**src/saf_pkg.sv**
```systemverilog
// Shared types, register and mode codes, and helpers for the sample filter.
`timescale 1ns / 1ps
package saf_pkg;

  localparam logic [2:0] CFG_MODE   = 3'd0;
  localparam logic [2:0] CFG_SCALAR = 3'd1;
  localparam logic [2:0] CFG_CLAMP  = 3'd2;
  localparam logic [2:0] CFG_MIN    = 3'd3;
  localparam logic [2:0] CFG_MAX    = 3'd4;

  localparam logic [3:0] MODE_ADD   = 4'd0;
  localparam logic [3:0] MODE_SUB   = 4'd1;
  localparam logic [3:0] MODE_MUL   = 4'd2;
  localparam logic [3:0] MODE_DIV   = 4'd3;
  localparam logic [3:0] MODE_EADD  = 4'd4;
  localparam logic [3:0] MODE_ESUB  = 4'd5;
  localparam logic [3:0] MODE_EMUL  = 4'd6;
  localparam logic [3:0] MODE_EDIV  = 4'd7;
  localparam logic [3:0] MODE_THR   = 4'd8;
  localparam logic [3:0] MODE_BTHR  = 4'd9;
  localparam logic [3:0] MODE_AVG   = 4'd10;
  localparam logic [3:0] MODE_GRAD  = 4'd11;
  localparam logic [3:0] MODE_AGRAD = 4'd12;
  localparam logic [3:0] MODE_INV   = 4'd13;

  typedef struct packed {
    logic [3:0]          mode;
    logic signed [15:0]  scalar;
    logic                clamp_en;
    logic signed [31:0]  min_val;
    logic signed [31:0]  max_val;
  } cfg_t;

  // Window length: the scalar operand saturated to 1..wmax.
  function automatic int unsigned saf_win_len(input logic signed [15:0] s,
                                              input int unsigned wmax);
    int sv;
    sv = int'(s);
    if (sv < 1) begin
      saf_win_len = 1;
    end else if (sv > int'(wmax)) begin
      saf_win_len = wmax;
    end else begin
      saf_win_len = unsigned'(sv);
    end
  endfunction

endpackage

```
**src/saf_front.sv**
```systemverilog
// Front end: accepts input words, tracks position and first sample, plans result range.
`timescale 1ns / 1ps
module saf_front #(
  parameter int WMAX = 64,
  parameter int SB   = 16,
  parameter int LW   = 7,
  parameter int EW   = 3 * 16 + 3 * 7 + 2
) (
  input  logic                 clk,
  input  logic                 rst_n,
  input  logic signed [SB-1:0] in_sample,
  input  logic signed [SB-1:0] in_other_sample,
  input  logic                 in_last,
  input  logic                 in_valid,
  output logic                 in_stall,
  input  saf_pkg::cfg_t        cfg,
  input  logic                 q_full,
  output logic                 q_push,
  output logic [EW-1:0]        q_data
);
  import saf_pkg::*;

  logic [LW-1:0]        n_r;
  logic signed [SB-1:0] first_r;
  logic [LW-1:0]        w;
  logic [LW-1:0]        lead;
  logic                 n_ge;
  logic [LW-1:0]        start_pos;
  logic [LW-1:0]        end_pos;
  logic                 has_res;
  logic signed [SB-1:0] first_val;

  assign w = LW'(saf_win_len(cfg.scalar, WMAX));

  always_comb begin
    if (cfg.mode == MODE_AVG) begin
      lead = w - LW'(1) - (w >> 1);
    end else if (cfg.mode == MODE_GRAD || cfg.mode == MODE_AGRAD) begin
      lead = LW'(1);
    end else begin
      lead = '0;
    end
  end

  assign n_ge      = n_r >= lead;
  assign start_pos = n_ge ? n_r - lead : '0;
  assign end_pos   = in_last ? n_r : start_pos;
  assign has_res   = in_last || n_ge;
  assign first_val = (n_r == '0) ? in_sample : first_r;

  assign in_stall = q_full;
  assign q_push   = in_valid && !q_full;
  assign q_data   = {in_sample, in_other_sample, first_val, n_r, start_pos, end_pos,
                     in_last, has_res};

  always_ff @(posedge clk) begin
    if (!rst_n) begin
      n_r <= '0;
    end else if (q_push) begin
      if (in_last) begin
        n_r <= '0;
      end else if (n_r < LW'(WMAX)) begin
        n_r <= n_r + LW'(1);
      end
    end
  end

  always_ff @(posedge clk) begin
    if (q_push) begin
      first_r <= first_val;
    end
  end

endmodule

```
**src/saf_queue.sv**
```systemverilog
// Two-entry queue between the front and back ends.
`timescale 1ns / 1ps
module saf_queue #(
  parameter int W = 8
) (
  input  logic         clk,
  input  logic         rst_n,
  input  logic         push,
  input  logic [W-1:0] push_data,
  output logic         full,
  input  logic         pop,
  output logic         valid,
  output logic [W-1:0] head
);
  logic [W-1:0] mem_r [2];
  logic         wp_r;
  logic         rp_r;
  logic [1:0]   cnt_r;

  assign full  = cnt_r == 2'd2;
  assign valid = cnt_r != 2'd0;
  assign head  = mem_r[rp_r];

  always_ff @(posedge clk) begin
    if (!rst_n) begin
      wp_r  <= 1'b0;
      rp_r  <= 1'b0;
      cnt_r <= 2'd0;
    end else begin
      if (push) begin
        wp_r <= ~wp_r;
      end
      if (pop) begin
        rp_r <= ~rp_r;
      end
      if (push && !pop) begin
        cnt_r <= cnt_r + 2'd1;
      end else if (pop && !push) begin
        cnt_r <= cnt_r - 2'd1;
      end
    end
  end

  always_ff @(posedge clk) begin
    if (push) begin
      mem_r[wp_r] <= push_data;
    end
  end

endmodule

```
**src/saf_div.sv**
```systemverilog
// Iterative restoring divider, one quotient bit per cycle.
`timescale 1ns / 1ps
module saf_div #(
  parameter int W = 25
) (
  input  logic         clk,
  input  logic         rst_n,
  input  logic         start,
  input  logic [W-1:0] num,
  input  logic [W-1:0] den,
  output logic         done,
  output logic [W-1:0] quo
);
  localparam int CW = $clog2(W + 1);

  logic [W:0]    rem_r;
  logic [W-1:0]  quo_r;
  logic [W-1:0]  den_r;
  logic [CW-1:0] cnt_r;
  logic          busy_r;
  logic          done_r;
  logic [W:0]    sh;
  logic          ge;

  assign sh   = {rem_r[W-1:0], quo_r[W-1]};
  assign ge   = sh >= {1'b0, den_r};
  assign done = done_r;
  assign quo  = quo_r;

  always_ff @(posedge clk) begin
    if (!rst_n) begin
      busy_r <= 1'b0;
      done_r <= 1'b0;
      cnt_r  <= '0;
    end else begin
      done_r <= 1'b0;
      if (start) begin
        busy_r <= 1'b1;
        cnt_r  <= CW'(W);
      end else if (busy_r) begin
        cnt_r <= cnt_r - CW'(1);
        if (cnt_r == CW'(1)) begin
          busy_r <= 1'b0;
          done_r <= 1'b1;
        end
      end
    end
  end

  always_ff @(posedge clk) begin
    if (start) begin
      rem_r <= '0;
      quo_r <= num;
      den_r <= den;
    end else if (busy_r) begin
      rem_r <= ge ? sh - {1'b0, den_r} : sh;
      quo_r <= {quo_r[W-2:0], ge};
    end
  end

endmodule

```
**src/saf_back.sv**
```systemverilog
// Back end: history memory, per-result window fetch, arithmetic, clamp and output register.
`timescale 1ns / 1ps
module saf_back #(
  parameter int WMAX = 64,
  parameter int SB   = 16,
  parameter int LW   = 7,
  parameter int AW   = 6,
  parameter int EW   = 3 * 16 + 3 * 7 + 2
) (
  input  logic                clk,
  input  logic                rst_n,
  input  saf_pkg::cfg_t       cfg,
  input  logic                q_valid,
  input  logic [EW-1:0]       q_data,
  output logic                q_pop,
  output logic signed [31:0]  out_result,
  output logic                out_last_res,
  output logic                out_valid,
  input  logic                out_stall
);
  import saf_pkg::*;

  localparam int PB   = LW + 2;
  localparam int ACW  = SB + LW + 1;
  localparam int DVW  = (ACW + 1 > 17) ? ACW + 1 : 17;
  localparam int PRW  = SB + ((SB > 16) ? SB : 16);
  localparam int SATW = (PRW > 33) ? PRW : 33;

  typedef enum logic [3:0] {
    S_IDLE, S_SETUP, S_FETCH, S_ACCUM, S_EXEC, S_DIV, S_FIN, S_OUT, S_WRITE
  } state_t;
  typedef enum logic [1:0] {SRC_FIRST, SRC_CUR, SRC_MEM} src_t;

  state_t                 state_r;
  src_t                   src_r;
  logic [LW-1:0]          i_r;
  logic signed [PB-1:0]   p_r;
  logic [LW-1:0]          cnt_r;
  logic                   neg_r;
  logic signed [ACW-1:0]  acc_r;
  logic signed [SATW-1:0] raw_r;
  logic                   sign_r;
  logic [AW-1:0]          wr_pos_r;
  logic signed [31:0]     out_result_r;
  logic                   out_last_r;
  logic                   out_valid_r;
  logic signed [SB-1:0]   hist_r [WMAX];
  logic signed [SB-1:0]   rd_q_r;

  logic signed [SB-1:0]   q_cur, q_oth, q_first;
  logic [LW-1:0]          q_n, q_start, q_end;
  logic                   q_last, q_has;

  assign q_cur   = $signed(q_data[EW-1 -: SB]);
  assign q_oth   = $signed(q_data[EW-1-SB -: SB]);
  assign q_first = $signed(q_data[EW-1-2*SB -: SB]);
  assign q_n     = q_data[3*LW+1 -: LW];
  assign q_start = q_data[2*LW+1 -: LW];
  assign q_end   = q_data[LW+1 -: LW];
  assign q_last  = q_data[1];
  assign q_has   = q_data[0];

  logic [LW-1:0]          w, half;
  logic                   is_avg, is_grad;
  logic signed [PB-1:0]   n_s;
  logic [LW-1:0]          age;
  logic [AW+1:0]          addr_sum;
  logic [AW-1:0]          fetch_addr;
  logic signed [SB-1:0]   val;
  logic signed [SB-1:0]   x;
  logic signed [PRW-1:0]  prod_s, prod_o;
  logic signed [ACW-1:0]  gabs, gval;
  logic signed [SATW-1:0] direct;
  logic signed [DVW-1:0]  xd, accd, sd, od;
  logic [DVW-1:0]         xabs, accabs, sabs, oabs;
  logic [DVW-1:0]         div_num, div_den;
  logic                   div_sign, use_div, div_zero;
  logic                   div_start, div_done;
  logic [DVW-1:0]         div_quo;
  logic [SATW-32:0]       hi;
  logic signed [31:0]     sat_v, clamp_v;

  assign w       = LW'(saf_win_len(cfg.scalar, WMAX));
  assign half    = w >> 1;
  assign is_avg  = cfg.mode == MODE_AVG;
  assign is_grad = cfg.mode == MODE_GRAD || cfg.mode == MODE_AGRAD;

  // Position p maps to the entry age words behind the write pointer.
  assign n_s        = $signed({2'b00, q_n});
  assign age        = q_n - p_r[LW-1:0];
  assign addr_sum   = {2'b00, wr_pos_r} + (AW+2)'(WMAX) - (AW+2)'(age);
  assign fetch_addr = (addr_sum >= (AW+2)'(WMAX)) ? AW'(addr_sum - (AW+2)'(WMAX))
                                                  : AW'(addr_sum);

  always_comb begin
    unique case (src_r)
      SRC_FIRST: val = q_first;
      SRC_CUR:   val = q_cur;
      default:   val = rd_q_r;
    endcase
  end

  assign x      = acc_r[SB-1:0];
  assign prod_s = x * cfg.scalar;
  assign prod_o = x * q_oth;
  assign gabs   = (acc_r < 0) ? -acc_r : acc_r;
  assign gval   = (gabs + ACW'(1)) >>> 1;

  assign xd     = DVW'(x);
  assign accd   = DVW'(acc_r);
  assign sd     = DVW'(cfg.scalar);
  assign od     = DVW'(q_oth);
  assign xabs   = xd[DVW-1] ? unsigned'(-xd) : unsigned'(xd);
  assign accabs = accd[DVW-1] ? unsigned'(-accd) : unsigned'(accd);
  assign sabs   = sd[DVW-1] ? unsigned'(-sd) : unsigned'(sd);
  assign oabs   = od[DVW-1] ? unsigned'(-od) : unsigned'(od);

  always_comb begin
    direct   = '0;
    use_div  = 1'b0;
    div_zero = 1'b0;
    div_num  = xabs;
    div_den  = sabs;
    div_sign = 1'b0;
    unique case (cfg.mode)
      MODE_ADD:  direct = SATW'(x) + SATW'(cfg.scalar);
      MODE_SUB:  direct = SATW'(x) - SATW'(cfg.scalar);
      MODE_MUL:  direct = SATW'(prod_s);
      MODE_DIV: begin
        use_div  = 1'b1;
        div_zero = cfg.scalar == '0;
        div_sign = x[SB-1] ^ cfg.scalar[15];
      end
      MODE_EADD: direct = SATW'(x) + SATW'(q_oth);
      MODE_ESUB: direct = SATW'(x) - SATW'(q_oth);
      MODE_EMUL: direct = SATW'(prod_o);
      MODE_EDIV: begin
        use_div  = 1'b1;
        div_zero = q_oth == '0;
        div_den  = oabs;
        div_sign = x[SB-1] ^ q_oth[SB-1];
      end
      MODE_THR:  direct = (SATW'(x) < SATW'(cfg.scalar)) ? '0 : SATW'(x);
      MODE_BTHR: direct = (SATW'(x) < SATW'(cfg.scalar)) ? '0 : SATW'(1);
      MODE_AVG: begin
        use_div  = 1'b1;
        div_num  = (accabs << 1) + DVW'(w);
        div_den  = DVW'(w) << 1;
        div_sign = acc_r[ACW-1];
      end
      MODE_GRAD:  direct = (acc_r < 0) ? -SATW'(gval) : SATW'(gval);
      MODE_AGRAD: direct = SATW'(gval);
      MODE_INV:   direct = SATW'(cfg.max_val) - SATW'(x);
      default:    direct = '0;
    endcase
  end

  assign div_start = (state_r == S_EXEC) && use_div && !div_zero;

  saf_div #(.W(DVW)) u_div (
    .clk   (clk),
    .rst_n (rst_n),
    .start (div_start),
    .num   (div_num),
    .den   (div_den),
    .done  (div_done),
    .quo   (div_quo)
  );

  assign hi    = raw_r[SATW-1:31];
  assign sat_v = ((&hi) || !(|hi)) ? raw_r[31:0]
               : (raw_r[SATW-1] ? 32'sh8000_0000 : 32'sh7fff_ffff);

  always_comb begin
    clamp_v = sat_v;
    if (cfg.clamp_en) begin
      if (sat_v < cfg.min_val) begin
        clamp_v = cfg.min_val;
      end else if (sat_v > cfg.max_val) begin
        clamp_v = cfg.max_val;
      end
    end
  end

  assign q_pop        = state_r == S_WRITE;
  assign out_result   = out_result_r;
  assign out_last_res = out_last_r;
  assign out_valid    = out_valid_r;

  always_ff @(posedge clk) begin
    rd_q_r <= hist_r[fetch_addr];
    if (state_r == S_WRITE) begin
      hist_r[wr_pos_r] <= q_cur;
    end
  end

  always_ff @(posedge clk) begin
    if (!rst_n) begin
      state_r     <= S_IDLE;
      wr_pos_r    <= '0;
      out_valid_r <= 1'b0;
    end else begin
      unique case (state_r)
        S_IDLE: begin
          if (q_valid) begin
            i_r     <= q_start;
            state_r <= q_has ? S_SETUP : S_WRITE;
          end
        end
        S_SETUP: begin
          acc_r <= '0;
          neg_r <= 1'b0;
          if (is_avg) begin
            p_r   <= $signed(PB'(i_r)) - $signed(PB'(half));
            cnt_r <= w;
          end else if (is_grad) begin
            p_r   <= $signed(PB'(i_r)) + PB'(1);
            cnt_r <= LW'(2);
          end else begin
            p_r   <= $signed(PB'(i_r));
            cnt_r <= LW'(1);
          end
          state_r <= S_FETCH;
        end
        S_FETCH: begin
          if (p_r[PB-1]) begin
            src_r <= SRC_FIRST;
          end else if (p_r >= n_s) begin
            src_r <= SRC_CUR;
          end else begin
            src_r <= SRC_MEM;
          end
          state_r <= S_ACCUM;
        end
        S_ACCUM: begin
          acc_r <= neg_r ? acc_r - ACW'(val) : acc_r + ACW'(val);
          neg_r <= is_grad;
          p_r   <= is_grad ? p_r - PB'(2) : p_r + PB'(1);
          cnt_r <= cnt_r - LW'(1);
          state_r <= (cnt_r == LW'(1)) ? S_EXEC : S_FETCH;
        end
        S_EXEC: begin
          sign_r <= div_sign;
          if (use_div && !div_zero) begin
            state_r <= S_DIV;
          end else begin
            raw_r   <= direct;
            state_r <= S_FIN;
          end
        end
        S_DIV: begin
          if (div_done) begin
            raw_r   <= sign_r ? -$signed(SATW'(div_quo)) : $signed(SATW'(div_quo));
            state_r <= S_FIN;
          end
        end
        S_FIN: begin
          out_result_r <= clamp_v;
          out_last_r   <= q_last && (i_r == q_end);
          out_valid_r  <= 1'b1;
          state_r      <= S_OUT;
        end
        S_OUT: begin
          if (!out_stall) begin
            out_valid_r <= 1'b0;
            if (i_r == q_end) begin
              state_r <= S_WRITE;
            end else begin
              i_r     <= i_r + LW'(1);
              state_r <= S_SETUP;
            end
          end
        end
        S_WRITE: begin
          if (q_last || wr_pos_r == AW'(WMAX - 1)) begin
            wr_pos_r <= '0;
          end else begin
            wr_pos_r <= wr_pos_r + AW'(1);
          end
          state_r <= S_IDLE;
        end
        default: state_r <= S_IDLE;
      endcase
    end
  end

`ifndef NO_ASSERTIONS
  a_idle_when_empty: assert property (@(posedge clk) disable iff (!rst_n)
    !q_valid |-> state_r == S_IDLE)
    else $error("back end busy without a queued word");
  a_done_in_div: assert property (@(posedge clk) disable iff (!rst_n)
    div_done |-> state_r == S_DIV)
    else $error("divider finished outside the divide state");
  a_valid_in_out: assert property (@(posedge clk) disable iff (!rst_n)
    out_valid_r |-> state_r == S_OUT)
    else $error("result valid outside the output state");
`endif

endmodule

```
**src/sample_arith_filter_clamp_unit.sv**
```systemverilog
// Top level of the sample arithmetic, filter and clamp unit.
//
//   channel  direction  handshake             contents
//   in       input      in_valid / in_stall   sample, other sample, last
//   out      output     out_valid / out_stall result, last mark
//   cfg      input      cfg_we                register index and write data
//
// Each result runs setup, a fetch and an accumulate step per window sample, execute and finish.
// Average and divide modes also run the iterative divider; the divider is
// (SAMPLE_BITS + clog2(WINDOW_MAX+1) + 2) bits wide, at least 17, and a zero divisor skips it.
// Each word also passes through dispatch and the history write.
// The back end handles one word at a time; the two-entry queue keeps taking words meanwhile until it is full.
// Reset is synchronous and active low and clears control state only.
// A stalled result holds in the output register and freezes the back end.
`timescale 1ns / 1ps
module sample_arith_filter_clamp_unit #(
  parameter int WINDOW_MAX  = 64,
  parameter int SAMPLE_BITS = 16
) (
  input  logic                          clk,
  input  logic                          rst_n,
  input  logic signed [SAMPLE_BITS-1:0] in_sample,
  input  logic signed [SAMPLE_BITS-1:0] in_other_sample,
  input  logic                          in_last,
  input  logic                          in_valid,
  output logic                          in_stall,
  output logic signed [31:0]            out_result,
  output logic                          out_last_res,
  output logic                          out_valid,
  input  logic                          out_stall,
  input  logic                          cfg_we,
  input  logic [2:0]                    cfg_index,
  input  logic [31:0]                   cfg_wdata
);
  import saf_pkg::*;

  localparam int LW = $clog2(WINDOW_MAX + 1);
  localparam int AW = $clog2(WINDOW_MAX);
  localparam int EW = 3 * SAMPLE_BITS + 3 * LW + 2;

  cfg_t          cfg_r;
  logic          q_full, q_push, q_pop, q_valid;
  logic [EW-1:0] q_in, q_head;

  always_ff @(posedge clk) begin
    if (!rst_n) begin
      cfg_r.mode     <= MODE_ADD;
      cfg_r.scalar   <= '0;
      cfg_r.clamp_en <= 1'b0;
      cfg_r.min_val  <= '0;
      cfg_r.max_val  <= 32'sd255;
    end else if (cfg_we) begin
      unique case (cfg_index)
        CFG_MODE:   cfg_r.mode     <= cfg_wdata[3:0];
        CFG_SCALAR: cfg_r.scalar   <= $signed(cfg_wdata[15:0]);
        CFG_CLAMP:  cfg_r.clamp_en <= cfg_wdata[0];
        CFG_MIN:    cfg_r.min_val  <= $signed(cfg_wdata);
        CFG_MAX:    cfg_r.max_val  <= $signed(cfg_wdata);
        default: ;
      endcase
    end
  end

  saf_front #(.WMAX(WINDOW_MAX), .SB(SAMPLE_BITS), .LW(LW), .EW(EW)) u_front (
    .clk             (clk),
    .rst_n           (rst_n),
    .in_sample       (in_sample),
    .in_other_sample (in_other_sample),
    .in_last         (in_last),
    .in_valid        (in_valid),
    .in_stall        (in_stall),
    .cfg             (cfg_r),
    .q_full          (q_full),
    .q_push          (q_push),
    .q_data          (q_in)
  );

  saf_queue #(.W(EW)) u_queue (
    .clk       (clk),
    .rst_n     (rst_n),
    .push      (q_push),
    .push_data (q_in),
    .full      (q_full),
    .pop       (q_pop),
    .valid     (q_valid),
    .head      (q_head)
  );

  saf_back #(.WMAX(WINDOW_MAX), .SB(SAMPLE_BITS), .LW(LW), .AW(AW), .EW(EW)) u_back (
    .clk          (clk),
    .rst_n        (rst_n),
    .cfg          (cfg_r),
    .q_valid      (q_valid),
    .q_data       (q_head),
    .q_pop        (q_pop),
    .out_result   (out_result),
    .out_last_res (out_last_res),
    .out_valid    (out_valid),
    .out_stall    (out_stall)
  );

endmodule

```
**config.mk**
```make
export PLATFORM = sky130hd
export DESIGN_NAME = sample_arith_filter_clamp_unit
export DESIGN_NICKNAME = d
export VERILOG_FILES = /design/src/saf_pkg.sv /design/src/saf_front.sv /design/src/saf_queue.sv /design/src/saf_div.sv /design/src/saf_back.sv /design/src/sample_arith_filter_clamp_unit.sv
export SDC_FILE = /design/constraint.sdc
export NUM_CORES = 2
export LEC_CHECK = 0
export BUFFER_PORTS_ARGS = -buffer_cell sky130_fd_sc_hd__buf_2
export CAP_MARGIN = 20
export CORE_AREA = 2 2 436 438
export DETAILED_ROUTE_END_ITERATION = 16
export DIE_AREA = 0 0 438 440
export HOLD_SLACK_MARGIN = 0.15
export PLACE_DENSITY_LB_ADDON = 0.1
export SLEW_MARGIN = 20
export SYNTH_ARGS = -nofsm -noshare
export SYNTH_HDL_FRONTEND = slang
export SYNTH_SLANG_ARGS = --single-unit
```
**constraint.sdc**
```tcl
create_clock -name clk -period 8.8 [get_ports clk]
set_clock_uncertainty 0.1 [all_clocks]
set_input_delay 1.76 -clock clk [delete_from_list [all_inputs] [get_ports clk]]
set_output_delay 1.76 -clock clk [all_outputs]
set_load 0.02 [all_outputs]
```
==> flow_metrics.py <==
metrics = {
    "timing": {
        "worstMarginPinSlew_ns": 1.18,
        "slew_violations": 0,
        "maxSlewHeadroom_pct": 21.2,
        "fmax_mhz": 122,
        "fin_crit_sh_pct": 92.8,
        "rsz0062_at_grt": "no",
        "fin_setup_tns_ns": 0,
        "setup_viol": 0,
        "fin_crit_ns": 8.17,
        "finalHoldViolCount": 0,
    },
    "layout": {
        "final_cells": 10568,
        "final_nets": 8969,
        "fillers": 16019,
        "ff_latch_area_um2": 43600,
        "multi_input_area_um2": 45500,
        "syn_to_final_growth_pct": 10.5,
        "drive_above_1_share_pct": 13.2,
        "utilization_pct": 54.8,
    },
    "grt": {
        "track_usage_pct": 31.3,
        "grt_overflow": 0,
        "grt_first_pass_wirelength_mm": 439,
        "antenna_found_initial": 9,
        "grt_max_degree": 82,
        "grt_pass1_vias": 64390,
    },
    "synthesis": {
        "yosysWarnings": 0,
        "syn_inst": 7779,
        "synth_seq_cells": 1505,
        "synth_enable_flop_cells": 1349,
        "synth_flop_cell": "edfxtp_1",
        "ys_seq_area_share_pct": 46.6,
        "netlist_area_um2": 93600,
        "synth.distinct_cells": 114,
        "ys_async_sr_fraction_pct": 0,
        "avgSynthCellArea_um2": 12.0,
    },
    "setup_path": {
        "ff2ff_path_depth": 28,
        "worst_setup_path_start_kind": "flip-flop",
        "path_max_fanout": 19,
        "crit_family": "adder cells",
        "slowest_delay_ns": 0.53,
        "worst_path_max_delay_cell": "dfxtp_4",
        "crit_path_end_kind": "flip-flop",
        "required_ns": 9.29,
        "cp.buffers_inverters": 8,
        "timing.rr.end": "u_back.raw_r[30]",
        "crit_arrival_ns": 8.65,
        "critical_path_class": "flip-flop to flip-flop",
        "r2r_slack_ns": 0.63,
    },
    "routing": {
        "viasPerCell": 6.04,
        "drc": 2,
        "ant_nets": 0,
        "vias": 63850,
        "routed_wl_mm": 300,
        "wire_per_inst_um": 28.4,
        "drt_iter0_drc": 5973,
        "drt-pass1-iter-count": 13,
    },
    "floorplanning": {
        "die_w_um": 438,
        "core_area_um2": 189000,
        "die_area_um2": 193000,
        "start_util_pct": 49.6,
        "num_rows": 160,
        "die_h_um": 440,
        "io_pins": 108,
    },
    "worst_hold_path": {
        "whs_path_depth": 2,
        "whs_endpoint": "cfg_r[48]",
        "hold_path.startpoint": "cfg_r[48]",
        "hold_class": "flip-flop to flip-flop",
    },
    "place": {
        "gp_congestion": 1.03,
        "portBuffers": 107,
        "hpwlAfterDp_mm": 217,
        "dpl.cell_count": 10266,
    },
    "outcome": {
        "failed_checks": "design-rule violations",
        "status": "finished, violations left",
    },
    "pwr": {
        "vdd_drop_max_v": 0.000689,
        "power.leakage_nw": 39.1,
        "total_power_mw": 34.6,
        "p_per_area_nw_per_um2": 334,
    },
    "clock_tree": {
        "clockBufferDepth": 3,
        "cts_made_buffers": 163,
        "hold_buffers": 0,
        "worstSkewPairLatency_ns": 0.85,
        "clkSinkCount": 1505,
        "cts_max_level": 4,
        "tritoncts": "yes",
        "cts_root_buf": "clkbuf_16",
        "clkTransAtPathRegs_ns": 0.07,
    },
    "flow_run": {
        "drv_cap": 0,
    },
}
[worst max path at each step]
| stage | to | slack (ns) | cells past startpoint |
|---|---|---|---|
| 6_report | u_back.raw_r[30] | 0.63 | 28 |
| 5_1_grt | u_back.raw_r[30] | 0.25 | 28 |
| 4_1_cts | u_back.raw_r[30] | 0.53 | 28 |
| 3_5_place_dp | u_back.raw_r[30] | 0.50 | 28 |
| 3_3_place_gp | u_back.raw_r[30] | 0.66 | 28 |
| 2_1_floorplan | u_back.raw_r[23] | 0.21 | 29 |
[state kept, by name, indices dropped and copies added, names as in the netlist, 2 cells and up, named ones only]
name	flops
u_back.src_r	2
u_back.cnt_r	7
u_back.acc_r	24
u_queue.cnt_r	2
u_back.state_r	4
u_back.hist_r	1024
u_back.u_div.rem_r	25
u_back.raw_r	33
u_front.first_r	16
u_back.u_div.den_r	25
u_queue.mem_r	142
cfg_r	85
u_back.i_r	7
u_back.u_div.cnt_r	5
u_back.out_result	32
u_back.u_div.quo	25
u_front.n_r	7
u_back.p_r	9
u_back.rd_q_r	16
u_back.wr_pos_r	6
[Yosys cell counts (50+ instances only)]
cell type  count  area [um2]
nand2_1      736        2760
xnor2_1      208        1820
o22ai_1       69         432
mux2i_1       95         951
dfxtp_1      156        3120
nand3_1       81         405
a21oi_1      404        2020
nor2_1       638        2390
a21o_1        87         653
edfxtp_1    1349       40500
a31oi_1       62         388
nor3_1        87         435
xor2_1       121        1060
mux4_2       326        7340
nand2b_1      50         313
clkbuf_1     289        1080
a211oi_1      54         405
nor2b_1       76         475
buf_1         69         259
ha_1         437        5470
fa_1         537       10800
inv_1        851        3190
o21ai_0      267        1340
[cells by family after synthesis]
kind of cell             share of synthesized area, %
flip-flops                                       46.6
buffers and inverters                            5.00
multiplexers                                     9.37
adder cells (fa/ha/maj)                          17.3
AO/OA/AOI/OAI                                    9.20
other                                         0.00401
XOR/XNOR                                         3.19
AND/OR/NAND/NOR                                  9.26
[placed cells by master, fill, tap and decap left out, drive strengths merged, types with 58 or more instances in the layout]
master and instances:
a211oi 58, a21o 87, a21oi 404, a31oi 63, buf 340, clkbuf 216
clkinv 69, dfxtp 156, edfxtp 1349, fa 537, ha 437, inv 862
mux2i 96, mux4 326, nand2 737, nand3 83, nor2 640, nor2b 76
nor3 94, o21ai 271, o22ai 69, xnor2 211, xor2 122
[worst register-to-register path, delay by kind of cell, from the launching register on]
kind / cells / cell delay [ns]
buffers and inverters: 8 / 1.23
flip-flops: 1 / 0.53
multiplexers: 1 / 0.23
adder cells (fa/ha/maj): 8 / 3.14
AO/OA/AOI/OAI: 8 / 1.87
AND/OR/NAND/NOR: 3 / 0.83
[per-stage QoR]
step | worst slack [ns] | hold slack, ns | cell area [um2]
after floorplan | 0.205 | 0.348 | 93600
after global placement | 0.664 | 0.360 | 97900
after detailed placement | 0.504 | 0.368 | 97900
after CTS | 0.531 | 0.376 | 103000
after global routing | 0.246 | 0.391 | 103000
final | 0.633 | 0.375 | 103000
[power by group]
group | internal (mW) | switching, mW
Sequential | 8.06 | 0.137
Combinational | 7.22 | 12.2
Clock | 3.98 | 2.95
[routing by layer]
layer / wire length (um) / vias to the layer above / track usage (%)
met2: 145000 / 2696 / 52.2
met4: 16900 / 4 / 15.4
li1: - / 28073 / -
met5: 23 / - / 0
met1: 118000 / 32438 / 40.5
met3: 20700 / 639 / 4.23
[cell type report]
class                           instances  area share, %
Antenna cell                            4        0.00968
Clock buffer                          216           4.38
Clock inverter                         80          0.895
Inverter                              867           3.15
Multi-Input combinational cell       5045           44.0
Sequential cell                      1505           42.2
Tap cell                             2511           3.04
Timing Repair Buffer                  340           2.33
[repair_timing]
| action | in CTS | in global routing |
|---|---|---|
| gates resized for setup | 0 | 1 |
| buffers inserted | 0 | 0 |
| setup endpoints to repair | 0 | 1 |
No activity file was read; power rests on OpenSTA's default activity.
